File: src/rtl/core/lhm_pkg.sv
package lhm_pkg;

    // Counter width; counters wrap modulo 2**COUNT_BITS
    localparam int COUNT_BITS   = 64;
    localparam int NUM_LIMITS   = 6;
    localparam int NUM_COUNTERS = 8;
    localparam int NS_PER_US    = 1000;

    localparam int LIMIT_W    = 32;
    localparam int CFG_IDX_W  = 3;
    localparam int CFG_DATA_W = 32;
    localparam int TIME_W     = 64;
    // Threshold in ns: limit * 1000 + 999 needs 42 bits
    localparam int THR_W      = 42;

    localparam logic [2:0] TOTAL_INDEX     = 3'd7;
    localparam logic [2:0] OVERFLOW_BUCKET = 3'd6;

    typedef enum logic [1:0] {
        REQ_START = 2'd0,
        REQ_END   = 2'd1,
        REQ_READ  = 2'd2,
        REQ_NONE  = 2'd3
    } req_type_t;

    typedef logic [LIMIT_W-1:0] limit_array_t [NUM_LIMITS];
    localparam limit_array_t LIMIT_RESET = '{32'd1, 32'd5, 32'd10, 32'd50, 32'd100, 32'd500};

    typedef logic [NUM_LIMITS-1:0][THR_W-1:0] thr_array_t;
    typedef logic [COUNT_BITS-1:0] count_t;

    typedef struct packed {
        logic [1:0]        req_type;
        logic [TIME_W-1:0] time_ns;
        logic [2:0]        read_index;
    } lhm_in_t;

    typedef struct packed {
        logic [63:0] count_value;
        logic        recorded;
        logic [2:0]  hit_bucket;
    } lhm_out_t;

    // dt_us <= limit  <=>  dt_ns <= limit * 1000 + 999
    function automatic logic [THR_W-1:0] lim_to_thr(input logic [LIMIT_W-1:0] lim);
        return THR_W'(lim) * THR_W'(NS_PER_US) + THR_W'(NS_PER_US - 1);
    endfunction

endpackage

File: src/rtl/core/lhm_cfg.sv
module lhm_cfg (
    input  logic                              aclk,
    input  logic                              aresetn,
    input  logic                              cfg_wr_en,
    input  logic [lhm_pkg::CFG_IDX_W-1:0]     cfg_wr_index,
    input  logic [lhm_pkg::CFG_DATA_W-1:0]    cfg_wr_data,
    output lhm_pkg::thr_array_t               thr
);
    import lhm_pkg::*;

    thr_array_t          thr_reg;
    thr_array_t          thr_next;
    logic [THR_W-1:0]    wr_thr;

    // Convert the written limit to a ns threshold once, at write time
    assign wr_thr = lim_to_thr(cfg_wr_data[LIMIT_W-1:0]);

    always_comb begin
        thr_next = thr_reg;
        for (int i = 0; i < NUM_LIMITS; i++) begin
            if (cfg_wr_en && (cfg_wr_index == CFG_IDX_W'(i))) begin
                thr_next[i] = wr_thr;
            end
        end
    end

    always_ff @(posedge aclk) begin
        if (!aresetn) begin
            for (int i = 0; i < NUM_LIMITS; i++) begin
                thr_reg[i] <= lim_to_thr(LIMIT_RESET[i]);
            end
        end else begin
            thr_reg <= thr_next;
        end
    end

    assign thr = thr_reg;

endmodule

File: src/rtl/core/lhm_core.sv
module lhm_core (
    input  logic                 aclk,
    input  logic                 aresetn,
    input  logic                 step,
    input  lhm_pkg::lhm_in_t     item,
    input  lhm_pkg::thr_array_t  thr,
    output lhm_pkg::lhm_out_t    result
);
    import lhm_pkg::*;

    logic [TIME_W-1:0]       pending_reg;
    logic [TIME_W-1:0]       pending_next;
    count_t                  cnt_reg [NUM_COUNTERS];
    logic [NUM_COUNTERS-1:0] inc_en;
    logic [TIME_W-1:0]       diff_ns;
    logic [NUM_LIMITS-1:0]   fit;
    logic [2:0]              bucket;
    logic                    count_it;

    // Wrapping elapsed time, then parallel threshold compares
    assign diff_ns = item.time_ns - pending_reg;

    always_comb begin
        for (int i = 0; i < NUM_LIMITS; i++) begin
            fit[i] = (diff_ns <= TIME_W'(thr[i]));
        end
    end

    // First fitting bucket wins; none fits means overflow
    always_comb begin
        bucket = OVERFLOW_BUCKET;
        for (int i = NUM_LIMITS - 1; i >= 0; i--) begin
            if (fit[i]) begin
                bucket = 3'(i);
            end
        end
    end

    always_comb begin
        pending_next       = pending_reg;
        count_it           = 1'b0;
        result.count_value = '0;
        case (req_type_t'(item.req_type))
            REQ_START: begin
                pending_next = item.time_ns;
            end
            REQ_END: begin
                count_it     = (pending_reg != '0);
                pending_next = '0;
            end
            REQ_READ: begin
                result.count_value = 64'(cnt_reg[item.read_index]);
            end
            default: begin
            end
        endcase
        result.recorded   = count_it;
        result.hit_bucket = count_it ? bucket : 3'd0;
    end

    always_comb begin
        for (int i = 0; i < NUM_COUNTERS; i++) begin
            inc_en[i] = step && count_it &&
                        ((3'(i) == TOTAL_INDEX) || (3'(i) == bucket));
        end
    end

    always_ff @(posedge aclk) begin
        if (!aresetn) begin
            pending_reg <= '0;
            for (int i = 0; i < NUM_COUNTERS; i++) begin
                cnt_reg[i] <= '0;
            end
        end else begin
            if (step) begin
                pending_reg <= pending_next;
            end
            for (int i = 0; i < NUM_COUNTERS; i++) begin
                if (inc_en[i]) begin
                    cnt_reg[i] <= cnt_reg[i] + 1'b1;
                end
            end
        end
    end

`ifndef NO_ASSERTIONS
    a_end_clears_pending: assert property (@(posedge aclk) disable iff (!aresetn)
        step && (item.req_type == REQ_END) |=> pending_reg == '0)
        else $error("pending start not cleared after end event");

    a_idle_holds_pending: assert property (@(posedge aclk) disable iff (!aresetn)
        !step |=> $stable(pending_reg))
        else $error("pending start changed without a step");

    a_total_tracks_record: assert property (@(posedge aclk) disable iff (!aresetn)
        step && result.recorded |=>
            cnt_reg[TOTAL_INDEX] == COUNT_BITS'($past(cnt_reg[TOTAL_INDEX]) + 1'b1))
        else $error("total counter missed a recorded end event");

    a_total_idle_stable: assert property (@(posedge aclk) disable iff (!aresetn)
        !(step && result.recorded) |=> $stable(cnt_reg[TOTAL_INDEX]))
        else $error("total counter moved without a recorded end event");

    a_hit_in_range: assert property (@(posedge aclk) disable iff (!aresetn)
        result.hit_bucket != TOTAL_INDEX)
        else $error("hit bucket points at the total counter");
`endif

endmodule

File: src/rtl/core/latency_histogram_monitor.sv
// Latency histogram monitor. Send a start event (req_type 0) with a ns timestamp,
// then an end event (req_type 1); the end event counts the elapsed time, in
// whole microseconds, into the first of buckets 0..5 whose limit it does not
// exceed (overflow goes to bucket 6) and bumps the total counter 7, provided a
// non-zero start was pending. A read event (req_type 2) returns counter
// read_index. Every input transfer yields exactly one output transfer. The
// block takes one transfer per cycle while the receiver keeps up; a result
// passes through the input register, then the result register, before it
// is presented. The rate is set by the 64-bit elapsed-time subtract and
// compare in the core; bucket limits are converted to ns thresholds when written,
// so no divide sits in the item path. Write limits only while the block is idle.
// Counters reset to zero and wrap.
module latency_histogram_monitor (
    input  logic                            aclk,
    input  logic                            aresetn,
    input  logic                            s_valid,
    output logic                            s_ready,
    input  lhm_pkg::lhm_in_t                s_data,
    output logic                            m_valid,
    input  logic                            m_ready,
    output lhm_pkg::lhm_out_t               m_data,
    input  logic                            cfg_wr_en,
    input  logic [lhm_pkg::CFG_IDX_W-1:0]   cfg_wr_index,
    input  logic [lhm_pkg::CFG_DATA_W-1:0]  cfg_wr_data
);
    import lhm_pkg::*;

    logic       in_valid_reg;
    logic       in_valid_next;
    lhm_in_t    in_item_reg;
    logic       out_valid_reg;
    logic       out_valid_next;
    lhm_out_t   out_data_reg;
    lhm_out_t   core_result;
    thr_array_t thr;
    logic       out_free;
    logic       step;
    logic       s_fire;

    // Advance the held item whenever the result register is empty or draining
    assign out_free = !out_valid_reg || m_ready;
    assign step     = in_valid_reg && out_free;
    assign s_ready  = !in_valid_reg || out_free;
    assign s_fire   = s_valid && s_ready;

    always_comb begin
        in_valid_next = in_valid_reg;
        if (s_fire) begin
            in_valid_next = 1'b1;
        end else if (step) begin
            in_valid_next = 1'b0;
        end
    end

    always_comb begin
        out_valid_next = out_valid_reg;
        if (step) begin
            out_valid_next = 1'b1;
        end else if (m_ready) begin
            out_valid_next = 1'b0;
        end
    end

    always_ff @(posedge aclk) begin
        if (!aresetn) begin
            in_valid_reg  <= 1'b0;
            out_valid_reg <= 1'b0;
        end else begin
            in_valid_reg  <= in_valid_next;
            out_valid_reg <= out_valid_next;
        end
    end

    // Payload registers: load on transfer, hold otherwise
    always_ff @(posedge aclk) begin
        if (s_fire) begin
            in_item_reg <= s_data;
        end
        if (step) begin
            out_data_reg <= core_result;
        end
    end

    lhm_cfg u_cfg (
        .aclk         (aclk),
        .aresetn      (aresetn),
        .cfg_wr_en    (cfg_wr_en),
        .cfg_wr_index (cfg_wr_index),
        .cfg_wr_data  (cfg_wr_data),
        .thr          (thr)
    );

    lhm_core u_core (
        .aclk    (aclk),
        .aresetn (aresetn),
        .step    (step),
        .item    (in_item_reg),
        .thr     (thr),
        .result  (core_result)
    );

    assign m_valid = out_valid_reg;
    assign m_data  = out_data_reg;

endmodule

File: config.mk
export PLATFORM = sky130hd
export DESIGN_NAME = latency_histogram_monitor
export DESIGN_NICKNAME = d
export VERILOG_FILES = /design/src/rtl/core/lhm_pkg.sv /design/src/rtl/core/lhm_cfg.sv /design/src/rtl/core/lhm_core.sv /design/src/rtl/core/latency_histogram_monitor.sv
export SDC_FILE = /design/constraint.sdc
export NUM_CORES = 2
export LEC_CHECK = 0
export BUFFER_PORTS_ARGS = -buffer_cell sky130_fd_sc_hd__buf_2
export CAP_MARGIN = 20
export CORE_MARGIN = 4
export CORE_UTILIZATION = 42
export CTS_BUF_LIST = sky130_fd_sc_hd__clkbuf_8 sky130_fd_sc_hd__clkbuf_16
export DETAILED_ROUTE_END_ITERATION = 10
export MAX_ROUTING_LAYER = met4
export PLACE_DENSITY = 0.63
export SKIP_CTS_REPAIR_TIMING = 1
export SLEW_MARGIN = 20
export SYNTH_ARGS = -nofsm -noshare
export SYNTH_HDL_FRONTEND = slang
export SYNTH_SLANG_ARGS = --single-unit
File: constraint.sdc
create_clock -name aclk -period 13.11 [get_ports aclk]
set_input_delay 1.311 -clock aclk [delete_from_list [all_inputs] [get_ports aclk]]
set_output_delay 1.311 -clock aclk [all_outputs]
set_load 0.01 [all_outputs]
==> metrics.txt <==
Avg Vias per Cell 5.750; max reg flops 512; die height 394.4 microns; clock share of power 28.8%; Setup CP Type flip-flop to flip-flop; Longest Clk Path Bufs 3; async set-or-reset flop fraction in the synthesized netlist 0%; Yosys top cell area share 31.08%; dpl cell area 65480 sq um; PortBufs 178; status completed; Final min period 8731 ps; Final Hold Vio Count 0; crit-path max FO 78; RSZ-0062 raised after global routing false; Post-route DRC 0; CP delay by family, top simple AND/OR/NAND/NOR gates; max-slew violations 0; power per cell area 153.3 nW/um^2; Core Area 148000 sq um; die width 394.4 microns; synth top area cells edfxtp_1 31%, dfxtp_1 9.6%, ha_1 7.8%; max frequency 0.1145 GHz; number of fill cells in the layout 13710; most common cell after layout, fill and taps aside edfxtp_1; post-synth top area cell edfxtp_1; Synth Register Bits 949; max_cap viols 0; cells after synthesis 6407; CTS clk-pin slew, worst paths 60 ps; GRT Total Usage 22.74%; min-delay worst type flip-flop to flip-flop; post-synthesis mux area share 5.666%; syn_area_per_cell 9.788 sq um; RD Place Congestion 0.9329; Seq pwr share 32.9%; critical path endpoint category flip-flop; total gr overflow 0; max_slew headroom 21.59%; worst setup margin 4379 ps; ANT nets after route 0; share of layout cells above drive strength 1 10.33%; post-route cell area 69040 sq um; count of cell types in the netlist 102; total CTS buffers 103; Post-Synth Adder-Cell Area 11.58%; Post-synth EDFFs 649; Synth Net Count 7025; commonest non-fill, non-tap cells in the layout 649 x edfxtp_1, 610 x nor2_1, 538 x nand2_1; period utilization 66.60%; Leak 24.50 nW; CTS tree done; Area Overhead vs Synth 10.09%; switch share 39.15%; io pins 179; CTS Sinks 949; Worst-Margin Slew 1176 ps; Cell Area, Synth 62710 sq um; Buffers & Inverters on Critical Path 2; Worst EP required 13640 ps; combinational fraction of design power 38.3%; Clock Tree Root clkbuf_16; Die ar. 155600 sq um; largest family of logic cells by synthesized area simple AND/OR/NAND/NOR gates; post-synthesis xor/xnor area fraction 8.258%; DR vias 48784; drt wl/cell 20.75 microns; cell mode on critical path nor3_1; yosys synthesis warning count 0; Layout Nets 7081; setup tns final 0 ps; DRT iter0 DRCs 3946; Slowest-stage cell, CP a311oi_1; number of global-route vias before repair 47108; dpl ws 4507 ps; NetSw 4.143 mW; number of antenna violations at the first check in global routing 5; first-pass GRT wire length 275700 microns; Internal 6.440 mW; Setup-failing EPs final 0; largest net degree at the start of global routing 201; Synth Area in Compound Gates 10.19%; sequential area share after synthesis 40.65%; initial core utilization 42.37%; floorplan row count 141; clock skew 44.41 ps; Detailed Routing Iterations Pass 1 6; later-pin clock latency in the skew report 730 ps; H-tree levels 3; max incr delay on CP 840 ps; Max IR drop VDD 0.0002206 V; Synth Area in Simple Gates 18.83%; Top FF cell, synth edfxtp_1; startpoint types flip-flop; DP HPWL 128100 microns; routed wire length 176100 microns; crit path DAT 9260 ps
worst reg2reg max path, cell delays in order (launching register included):
cell and delay, ps:
edfxtp_1 330, inv_1 50, ha_1 220, fa_1 440
nor2b_1 200, o2111ai_1 200, a211oi_2 410, nor3_1 140
nor3_1 130, or2_2 160, a21oi_1 100, o21a_1 230
o21ai_0 210, xor2_1 620, ha_1 240, nand3_1 70
or3_1 400, nor3_1 750, nand3_1 140, o21ai_0 140
a21oi_1 160, a311oi_1 840, o31a_1 580, nand4_4 730
buf_4 700, nor3_1 380
synth_stat cells, types with 15 or more instances:
library cell  instances
o21ai_0             194
a211oi_1            129
o31ai_1              18
and4_1               37
nand3_1             242
a21oi_1             368
nor2_1              612
nand2_1             540
nand3b_1             64
inv_1               466
nor3_2               53
nor4_1               40
buf_1                19
nand4_1             174
o211ai_1             52
a21o_1               79
buf_2                18
or3_1                46
fa_1                119
a31oi_1              18
mux2i_1              67
and3_1              120
ha_1                390
clkbuf_1            241
nor2b_1              21
edfxtp_1            649
o21ai_1              15
and2_1               27
mux4_2              128
or2_2                23
xnor2_1             223
xor2_1              362
o21a_1               31
dfxtp_1             300
nor3_1              329
routing by layer:
layer	share of wire (%)	global-route usage [%]	wire length, microns	up-vias
li1	-	-	-	23199
met1	45	30.70	78970	23986
met2	48	36.86	83830	1381
met3	5.2	2.686	9169	218
met4	2.3	5.230	4085	0
met5	0	-	0	-
final timing paths:
path	start	endpoint	slack, ps	depth (start not counted)
setup reg to reg	in_item_reg[3]	u_core.cnt_reg[4][38]	4380	25
hold / removal	u_cfg.thr[187]	u_cfg.thr[187]	450	2
hold reg to reg	u_cfg.thr[187]	u_cfg.thr[187]	450	2
setup / recovery	in_item_reg[3]	u_core.cnt_reg[4][38]	4380	25
power by group through the flow:
stage	clock network [mW]	registers [mW]	logic [mW]
after floorplan	0	3.51	2.80
after CTS	3.11	3.48	4.07
after global placement	0	3.54	4.00
final	3.05	3.48	4.05
after global routing	3.23	3.50	4.49
after detailed placement	0	3.54	4.04
kinds of logic (layout without fill, tap and decap cells):
logic type,after synthesis,after routing
flip-flops,949,949
AO/OA/AOI/OAI,1019,1019
XOR/XNOR,588,588
AND/OR/NAND/NOR,2382,2382
adder cells (fa/ha/maj),509,509
buffers and inverters,765,909
multiplexers,195,195
other,0,3
through the flow:
stage / cells / utilization, % / total power, mW / hold slack [ps]
2_1_floorplan: 6407 / - / 6.313 / 436.3
3_3_place_gp: 8288 / 44.24 / 7.540 / 442.9
3_5_place_dp: 8288 / 44.24 / 7.580 / 447.0
4_1_cts: 8481 / 46.63 / 10.66 / 455.9
5_1_grt: 8483 / 46.64 / 11.22 / 471.7
6_report: 8484 / 46.64 / 10.58 / 454.6
final cells by class:
| class | instances | area (sq um) | share of cell area [%] |
|---|---|---|---|
| antenna | 3 | 7.507 | 0.01087 |
| clock inverter | 72 | 671.9 | 0.9732 |
| inverter | 466 | 1758 | 2.546 |
| multi-input combinational | 4693 | 34350 | 49.75 |
| clock buffer | 121 | 2870 | 4.158 |
| sequential | 949 | 25490 | 36.93 |
| timing repair buffer | 250 | 1471 | 2.131 |
| tap | 1930 | 2415 | 3.498 |
Power figures use the tool's default switching activity.
